File: config.mk
export PLATFORM = sky130hd
export DESIGN_NAME = wheel_axes_force_feedback_core
export DESIGN_NICKNAME = d
export VERILOG_FILES = /design/src/sv/wafb_pkg.sv /design/src/sv/wheel_axes_force_feedback_core.sv /design/src/sv/wafb_force.sv /design/src/sv/wafb_panel.sv
export SDC_FILE = /design/constraint.sdc
export NUM_CORES = 2
export LEC_CHECK = 0
export ABC_AREA = 1
export ABC_CLOCK_PERIOD_IN_PS = 19100
export BUFFER_PORTS_ARGS = -buffer_cell sky130_fd_sc_hd__clkbuf_2
export CORE_MARGIN = 4
export CORE_UTILIZATION = 57
export DETAILED_ROUTE_END_ITERATION = 7
export PLACE_DENSITY = 0.75
export SLEW_MARGIN = 30
export SYNTH_ARGS = -nofsm -noshare
export SYNTH_HDL_FRONTEND = slang
export SYNTH_SLANG_ARGS = --single-unit
export TNS_END_PERCENT = 1
File: constraint.sdc
create_clock -name clk -period 19.1 [get_ports clk]
set_input_delay 0 -clock clk [delete_from_list [all_inputs] [get_ports clk]]
set_output_delay 0 -clock clk [all_outputs]
set_load 0.01 [all_outputs]
File: src/sv/wafb_pkg.sv
// Shared types, constants and constant-divide helpers for the wheel axes force feedback core.
package wafb_pkg;

  localparam int POSITION_BITS = 32;
  localparam int W9_BITS       = POSITION_BITS + 4;

  typedef enum logic [1:0] {
    CMD_ENCODER = 2'd0,
    CMD_HOST    = 2'd1,
    CMD_TICK    = 2'd2
  } cmd_t;

  typedef enum logic [1:0] {
    MOTOR_OFF = 2'd0,
    MOTOR_FWD = 2'd1,
    MOTOR_REV = 2'd2
  } motor_dir_t;

  localparam logic [7:0] REPORT_SET_FORCE = 8'h11;
  localparam logic [7:0] REPORT_STOP      = 8'h13;
  localparam logic [7:0] FORCE_CENTRE     = 8'd128;
  localparam logic [7:0] FORCE_CENTRE_LO  = 8'd127;

  localparam logic [3:0] HAT_UP         = 4'd0;
  localparam logic [3:0] HAT_UP_RIGHT   = 4'd1;
  localparam logic [3:0] HAT_RIGHT      = 4'd2;
  localparam logic [3:0] HAT_DOWN_RIGHT = 4'd3;
  localparam logic [3:0] HAT_DOWN       = 4'd4;
  localparam logic [3:0] HAT_DOWN_LEFT  = 4'd5;
  localparam logic [3:0] HAT_LEFT       = 4'd6;
  localparam logic [3:0] HAT_UP_LEFT    = 4'd7;
  localparam logic [3:0] HAT_CENTRED    = 4'd8;

  // Thresholds on nine times the wheel position.
  localparam logic signed [W9_BITS-1:0] W9_LOW_STOP  = W9_BITS'(1270);
  localparam logic signed [W9_BITS-1:0] W9_HIGH_STOP = W9_BITS'(39680);
  localparam logic signed [W9_BITS-1:0] W9_LOW_NUM   = W9_BITS'(2550);
  localparam logic signed [W9_BITS-1:0] W9_HIGH_NUM  = W9_BITS'(40950);
  localparam logic signed [W9_BITS-1:0] W9_LOW_SAT   = -W9_BITS'(10);
  localparam logic signed [W9_BITS-1:0] W9_ZERO      = '0;

  typedef struct packed {
    logic [15:0] key_matrix;
    logic [9:0]  shifter_y;
    logic [9:0]  shifter_x;
    logic [9:0]  pedal_c;
    logic [9:0]  pedal_b;
    logic [9:0]  pedal_a;
    logic [7:0]  force_byte;
    logic [7:0]  report_kind;
    logic        phase_b;
    logic        phase_a;
    logic [1:0]  cmd;
  } in_item_t;

  typedef struct packed {
    logic [11:0] wheel_axis;
    logic [1:0]  motor_direction;
    logic [7:0]  motor_duty;
  } wheel_res_t;

  typedef struct packed {
    logic [11:0] combined_axis;
    logic [11:0] pedal_a_axis;
    logic [11:0] pedal_b_axis;
    logic [11:0] pedal_c_axis;
    logic [18:0] button_bits;
    logic [3:0]  hat_direction;
  } panel_res_t;

  // Exact x/10 for any 16-bit x, by reciprocal multiplication.
  function automatic logic [12:0] div10(input logic [15:0] x);
    logic [31:0] p;
    p = 32'(x) * 32'd52429;
    return p[31:19];
  endfunction

  // Exact x/100 for any 19-bit x, by reciprocal multiplication.
  function automatic logic [12:0] div100(input logic [18:0] x);
    logic [38:0] p;
    p = 39'(x) * 39'd671089;
    return p[38:26];
  endfunction

endpackage

File: src/sv/wheel_axes_force_feedback_core.sv
// Top level of the wheel axes force feedback core: input register, compute and result register.
//
//  Channel | Direction | Handshake          | Payload
//  --------+-----------+--------------------+------------------------------------------
//  in_     | slave     | in_tvalid/tready   | in_tdata: command and sample fields
//  out_    | master    | out_tvalid/tready  | out_tdata: axes, buttons, hat and motor
//
// An item is registered on acceptance and processed from the input register; a report tick
// item gives its result in the output register. One item can be accepted in every cycle
// unless a held tick waits on out_tready. Encoder and host items give no result.
// Reset (rst_n low at a clock edge) empties both registers and restores the pending count
// to zero, the wheel position to 2275 and the force level to 128.
// While a result waits on out_tready, encoder and host items still pass; a further tick
// holds in the input register, and in_tready falls only once that register is occupied.
module wheel_axes_force_feedback_core
  import wafb_pkg::*;
(
  input  logic        clk,
  input  logic        rst_n,
  input  logic        in_tvalid,
  output logic        in_tready,
  // Fields from bit 0 up: cmd[1:0], phase_a[2], phase_b[3], report_kind[11:4],
  // force_byte[19:12], pedal_a[29:20], pedal_b[39:30], pedal_c[49:40],
  // shifter_x[59:50], shifter_y[69:60], key_matrix[85:70], zero pad[87:86].
  input  logic [87:0] in_tdata,
  output logic        out_tvalid,
  input  logic        out_tready,
  // Fields from bit 0 up: wheel_axis[11:0], combined_axis[23:12], pedal_a_axis[35:24],
  // pedal_b_axis[47:36], pedal_c_axis[59:48], button_bits[78:60], hat_direction[82:79],
  // motor_direction[84:83], motor_duty[92:85], zero pad[95:93].
  output logic [95:0] out_tdata
);

  // Input register stage.
  in_item_t   hold_r;
  logic       hold_valid_r, hold_valid_nxt;

  // Result register stage.
  logic       res_valid_r, res_valid_nxt;
  wheel_res_t wheel_res_r;
  panel_res_t panel_res_r;

  wheel_res_t wheel_res;
  panel_res_t panel_res;

  logic is_tick;
  logic advance;
  logic in_take;

  // The held item moves on when it produces nothing, or when the result register is free
  // or being emptied in this cycle. State in the force unit updates on that same edge.
  assign is_tick   = (hold_r.cmd == CMD_TICK);
  assign advance   = hold_valid_r && (!is_tick || !res_valid_r || out_tready);
  assign in_tready = !hold_valid_r || advance;
  assign in_take   = in_tvalid && in_tready;

  always_comb begin
    hold_valid_nxt = hold_valid_r;
    if (in_take) begin
      hold_valid_nxt = 1'b1;
    end else if (advance) begin
      hold_valid_nxt = 1'b0;
    end

    res_valid_nxt = res_valid_r;
    if (advance && is_tick) begin
      res_valid_nxt = 1'b1;
    end else if (out_tready) begin
      res_valid_nxt = 1'b0;
    end
  end

  always_ff @(posedge clk) begin
    if (!rst_n) begin
      hold_valid_r <= 1'b0;
      res_valid_r  <= 1'b0;
    end else begin
      hold_valid_r <= hold_valid_nxt;
      res_valid_r  <= res_valid_nxt;
    end
  end

  // Payload registers carry no reset.
  always_ff @(posedge clk) begin
    if (in_take) begin
      hold_r <= in_item_t'(in_tdata[85:0]);
    end
    if (advance && is_tick) begin
      wheel_res_r <= wheel_res;
      panel_res_r <= panel_res;
    end
  end

  wafb_force u_force (
    .clk    (clk),
    .rst_n  (rst_n),
    .step   (advance),
    .item   (hold_r),
    .result (wheel_res)
  );

  wafb_panel u_panel (
    .item   (hold_r),
    .result (panel_res)
  );

  assign out_tvalid = res_valid_r;
  assign out_tdata  = {3'b000,
                       wheel_res_r.motor_duty,
                       wheel_res_r.motor_direction,
                       panel_res_r.hat_direction,
                       panel_res_r.button_bits,
                       panel_res_r.pedal_c_axis,
                       panel_res_r.pedal_b_axis,
                       panel_res_r.pedal_a_axis,
                       panel_res_r.combined_axis,
                       wheel_res_r.wheel_axis};

endmodule

File: src/sv/wafb_force.sv
// Encoder count, wheel position and force level state with the wheel axis and motor drive.
module wafb_force
  import wafb_pkg::*;
(
  input  logic       clk,
  input  logic       rst_n,
  input  logic       step,
  input  in_item_t   item,
  output wheel_res_t result
);

  logic [7:0]                      pending_r, pending_nxt;
  logic signed [POSITION_BITS-1:0] position_r, position_nxt;
  logic [7:0]                      level_r, level_nxt;

  logic signed [POSITION_BITS-1:0] w_new;
  logic signed [W9_BITS-1:0]       w_ext, w9;
  logic [7:0]                      force_val;
  logic [12:0]                     q_low, q_high, q_axis;

  // Fold the signed pending count into the position and form nine times the result.
  always_comb begin
    w_new = position_r + {{(POSITION_BITS-8){pending_r[7]}}, pending_r};
    w_ext = {{4{w_new[POSITION_BITS-1]}}, w_new};
    w9    = (w_ext <<< 3) + w_ext;
  end

  always_comb begin
    q_low  = div10(16'(W9_LOW_NUM - w9));
    q_high = div10(16'(W9_HIGH_NUM - w9));
    q_axis = div10(16'(w9));
  end

  always_comb begin
    if ((level_r == FORCE_CENTRE_LO) || (level_r == FORCE_CENTRE)) begin
      force_val = FORCE_CENTRE;
    end else begin
      force_val = level_r;
    end
    if (w9 < W9_LOW_STOP) begin
      force_val = (w9 <= W9_LOW_SAT) ? 8'd255 : q_low[7:0];
    end
    if (w9 > W9_HIGH_STOP) begin
      force_val = (w9 >= W9_HIGH_NUM) ? 8'd0 : q_high[7:0];
    end

    if (force_val > FORCE_CENTRE) begin
      result.motor_direction = MOTOR_FWD;
      result.motor_duty      = 8'(force_val << 1);
    end else if (force_val == FORCE_CENTRE) begin
      result.motor_direction = MOTOR_OFF;
      result.motor_duty      = 8'd1;
    end else begin
      result.motor_direction = MOTOR_REV;
      result.motor_duty      = 8'(8'd254 - 8'(force_val << 1));
    end

    if (w9 < W9_ZERO) begin
      result.wheel_axis = 12'd0;
    end else if (w9 >= W9_HIGH_NUM) begin
      result.wheel_axis = 12'd4095;
    end else begin
      result.wheel_axis = q_axis[11:0];
    end
  end

  always_comb begin
    pending_nxt  = pending_r;
    position_nxt = position_r;
    level_nxt    = level_r;
    if (step) begin
      case (item.cmd)
        CMD_ENCODER: begin
          pending_nxt = (item.phase_a == item.phase_b) ? pending_r + 8'd1 : pending_r - 8'd1;
        end
        CMD_HOST: begin
          if (item.report_kind == REPORT_SET_FORCE) begin
            level_nxt = item.force_byte;
          end else if (item.report_kind == REPORT_STOP) begin
            level_nxt = FORCE_CENTRE;
          end
        end
        CMD_TICK: begin
          position_nxt = w_new;
          pending_nxt  = 8'd0;
        end
        default: begin
        end
      endcase
    end
  end

  always_ff @(posedge clk) begin
    if (!rst_n) begin
      pending_r  <= 8'd0;
      position_r <= POSITION_BITS'(2275);
      level_r    <= FORCE_CENTRE;
    end else begin
      pending_r  <= pending_nxt;
      position_r <= position_nxt;
      level_r    <= level_nxt;
    end
  end

endmodule

File: src/sv/wafb_panel.sv
// Pedal scaling, gear shifter zones and key matrix decoding for one report.
module wafb_panel
  import wafb_pkg::*;
(
  input  in_item_t   item,
  output panel_res_t result
);

  logic [9:0]  za_win, zr_win, sl_base;
  logic [12:0] za_q, zr_q;
  logic [18:0] zr_num;
  logic [11:0] za, zr;
  logic [15:0] m;
  logic [9:0]  gx, gy;
  logic        left, up, right, down;
  logic        y_high, y_low, x_z1, x_z2, x_z3, x_z4;

  always_comb begin
    if (item.pedal_a > 10'd250) begin
      za_win = (item.pedal_a < 10'd900) ? item.pedal_a - 10'd250 : 10'd650;
    end else begin
      za_win = 10'd0;
    end
    za_q = div10(16'(za_win) * 16'd63);
    za   = za_q[11:0];

    if (item.pedal_b > 10'd200) begin
      zr_win = (item.pedal_b < 10'd900) ? item.pedal_b - 10'd200 : 10'd700;
    end else begin
      zr_win = 10'd0;
    end
    zr_num = 19'd409500 - 19'(19'(zr_win) * 19'd585);
    zr_q   = div100(zr_num);
    zr     = zr_q[11:0];

    sl_base = (item.pedal_c > 10'd204) ? item.pedal_c - 10'd204 : 10'd0;

    result.pedal_a_axis  = za;
    result.pedal_b_axis  = zr;
    result.pedal_c_axis  = 12'(12'(sl_base) * 12'd5);
    result.combined_axis = 12'd2048 + (za >> 1) - (zr >> 1);

    m     = item.key_matrix;
    gx    = item.shifter_x;
    gy    = item.shifter_y;
    left  = m[10];
    up    = m[12];
    right = m[13];
    down  = m[14];

    y_high = gy > 10'd690;
    y_low  = gy < 10'd615;
    x_z1   = gx > 10'd585;
    x_z2   = (gx < 10'd585) && (gx > 10'd530);
    x_z3   = (gx < 10'd530) && (gx > 10'd480);
    x_z4   = gx < 10'd480;

    result.button_bits = {m[9], m[8], m[6], m[5],
                          y_low & x_z4, y_low & x_z3, y_high & x_z3,
                          y_low & x_z2, y_high & x_z2, y_low & x_z1, y_high & x_z1,
                          m[15], m[11], m[7], m[3], m[4], m[2], m[1], m[0]};

    if (up) begin
      result.hat_direction = left ? HAT_UP_LEFT : (right ? HAT_UP_RIGHT : HAT_UP);
    end else if (down) begin
      result.hat_direction = left ? HAT_DOWN_LEFT : (right ? HAT_DOWN_RIGHT : HAT_DOWN);
    end else if (left) begin
      result.hat_direction = HAT_LEFT;
    end else if (right) begin
      result.hat_direction = HAT_RIGHT;
    end else begin
      result.hat_direction = HAT_CENTRED;
    end
  end

endmodule
==> results by group <==
Detailed routing
  – Overall via count from detail_route: 32231
  – Remaining antenna violation count: 0
  – Initial DRC Count: ~2000
  – DRC: 0
  – Routed WL per cell: 16.6 um
  – Detailed Routing Iterations Pass 1: 6
  – Total wire length after detailed routing: between 100000 and 150000 um
  – Number of vias per cell after detailed routing: around 5.3

Placement
  – Number of buffer cells added on primary ports: between 150 and 200
  – Worst setup slack after placement: between 7 and 8 ns
  – Routability congestion estimate: 0.951
  – HPWL Detailed: 85500 um

Critical path
  – Cell mode on critical path: sky130_fd_sc_hd__inv_1
  – Bufs and invs on worst path: 9
  – Required time reported for the critical path endpoint: roughly 20 ns
  – Largest incremental delay on the critical path: between 0.6 and 0.7 ns
  – Startpoint-to-endpoint class of the critical path: register to register
  – Endpoint class of the critical path: register
  – Worst path top cell family by delay: adder cells
  – Worst-path maximum fanout: 5
  – Data arrival time of the critical path: around 12 ns
  – CP Launch Type: register
  – Cell at the slowest stage of the critical path: sky130_fd_sc_hd__o21ai_0

Floorplanning
  – Core outline area: roughly 70000 um^2
  – Die height: around 280 um
  – Initial core utilization: 0.579
  – Die area: about 76000 um^2
  – IO Pins: 190
  – Width of the die: 275 um
  – FP Rows: 97

Yosys
  – Synthesis Warnings: 0
  – Synthesized cell area: around 41000 um^2
  – Parity-gate share of the synthesized area counting xor and xnor cells: 0.0422
  – Gate count after technology mapping: 4823
  – Unique masters post-synth: between 60 and 70
  – Multiplexer share of the synthesized area: 0
  – Main combinational cell family by area after synthesis: adder cells
  – Flip-flop and latch count after synthesis: about 230
  – Compound-cell area share of the yosys netlist: 0.0762
  – Synthesized-area fraction occupied by adder cells: 0.461
  – Syn Area/Cell: 8.44 um^2
  – Simple-gate area share of the yosys netlist: 0.148
  – Number of enable flip-flop cells after synthesis: 179
  – Async set-or-reset flop fraction in the synthesized netlist: 0
  – Synth Flop Type: sky130_fd_sc_hd__edfxtp_1
  – Sequential-to-total area share from yosys stat: 0.157

Clock tree
  – Maximum buffer depth of the clock tree: 3
  – TritonCTS clock tree: yes
  – Number of clock buffers inserted by TritonCTS: 29
  – Clock Tree Root: sky130_fd_sc_hd__clkbuf_16
  – Number of gates resized after cts: 0
  – Clock transition at path regs: ~0.060 ns
  – Number of levels the H-tree was split into: 1
  – Clk_lat worst skew: approximately 0.6 ns
  – Clock sink count: approximately 230

Final layout
  – Relative area change from synthesis to final layout: 9.86%
  – Fraction of final layout cells sized beyond drive strength 1: 0.0682
  – End-of-flow core utilization: 0.636
  – Top library cells by usage in the layout, fill and taps aside: sky130_fd_sc_hd__inv_1, sky130_fd_sc_hd__nand2_1, sky130_fd_sc_hd__ha_1
  – Final net count: 6436
  – Leading cell type in the layout, fill and taps excluded: sky130_fd_sc_hd__inv_1

Timing
  – Final critical-path share of the clock period: 0.627
  – Count of pins over their slew limit: 0
  – Maximum clock frequency: about 84 MHz
  – Transition at the pin with the smallest max-transition slack: slightly above 0.9 ns
  – Max-Slew Margin vs Limit: 0.388
  – Worst-case clock skew: 0.0360 ns
  – Aggregate negative setup slack: 0 ns
  – Final worst path period need: between 10 and 15 ns
  – Unrepaired setup endpoints after global routing: false
  – Final Hold Fails: 0
  – Final-report setup violation count: 0
  – Final setup slack of the worst path: a little over 7 ns

GRT
  – Global-route wire length before repair: approximately 170000 um
  – Vias in the first global route: between 30000 and 40000
  – Global routing usage summed across all routing layers: 0.269
  – Number of antenna violations at the first check in global routing: 1
  – Maximum number of pins on one net before global-route repair: 70
  – Gr ovfl total: 0

Min path
  – Hold/Removal Path Class: input pin to register

Flow run
  – Number of max-capacitance violations reported: 0

Outcome
  – Run status: complete, no violations
## logic make-up (layout without fill, tap and decap cells)
| logic type | Yosys count | after routing |
|---|---|---|
| AND/OR/NAND/NOR | 1395 | 1395 |
| buffers and inverters | 1249 | 1570 |
| other | 1 | 4 |
| XOR/XNOR | 188 | 188 |
| AO/OA/AOI/OAI | 540 | 540 |
| flip-flops | 229 | 229 |
| adder cells (fa/ha/maj) | 1221 | 1221 |
## final timing paths
kind,from,endpoint,slack (ns),cells after the start
min,in_tdata[42],hold_r[42],0.11,2
max,hold_r[25],out_tdata[20],7.13,49
min reg2reg,hold_r[75],out_tdata[75],0.42,0
max reg2reg,hold_r[25],out_tdata[20],7.13,49
## through the flow
step           instance area, um^2  instances  hold WS, ns
2_1_floorplan                40700       4825       0.0989
3_3_place_gp                 42900       5944        0.177
3_5_place_dp                 42900       5944        0.179
4_1_cts                      44700       6086       0.0767
5_1_grt                      44700       6087        0.102
6_report                     44700       6087        0.113
## cells in the mapped netlist, drive strengths merged, types with 15 or more instances
library cell | number | area share
nand4 | 61 | 0.0098
edfxtp | 179 | 0.13
inv | 1227 | 0.11
dfxtp | 50 | 0.025
xor2 | 131 | 0.028
nand3 | 138 | 0.018
fa | 468 | 0.23
a31oi | 21 | 0.0032
a21o | 15 | 0.0028
nor2 | 277 | 0.028
ha | 753 | 0.23
nand2 | 825 | 0.078
a21oi | 259 | 0.032
nor4 | 19 | 0.0029
xnor2 | 55 | 0.013
o21ai | 134 | 0.017
o21bai | 42 | 0.0078
nor3 | 39 | 0.0051
## state kept, by name, summed over array words and instances, names as in the netlist
| register | cells |
|---|---|
| u_force.pending_r | 8 |
| out_tvalid | 1 |
| u_force.level_r | 8 |
| hold_valid_r | 1 |
| hold_r | 86 |
| u_force.position_r | 32 |
| out_tdata | 93 |
## worst reg2reg max path: cells and delay by family, from the launching register on
| kind | cells | cell delay, ns |
|---|---|---|
| AOI/OAI and AO/OA | 14 | 2.88 |
| DFF | 1 | 0.45 |
| and+or+nand+nor | 10 | 1.05 |
| adders and majority gates | 13 | 5.54 |
| buffers and inverters | 9 | 0.79 |
| xor gates and xnor gates | 3 | 0.96 |
## area by class of cell
| type | count | area (um^2) |
|---|---|---|
| diodes | 1 | 2.50 |
| clock buffers | 29 | 726 |
| clock inverters | 25 | 280 |
| fillers | 5902 | 25600 |
| inverters | 1231 | 4630 |
| multi-input cells | 3347 | 29700 |
| flip-flops and latches | 229 | 6380 |
| well taps | 940 | 1180 |
| repair buffers | 285 | 1900 |
## repair_timing
item,in CTS,in global routing
buffers inserted,0,0
endpoints found under the hold margin,88,0
hold buffers,88,0
## routing by layer
layer,GRT usage,routed length (um)
met2,0.453,46800
met4,0.0520,2170
met3,0.0299,5730
met1,0.381,46300
met5,0,0
Power is not shown: default switching activity piles up to over one toggle a cycle in this logic, so the estimate is an artifact.
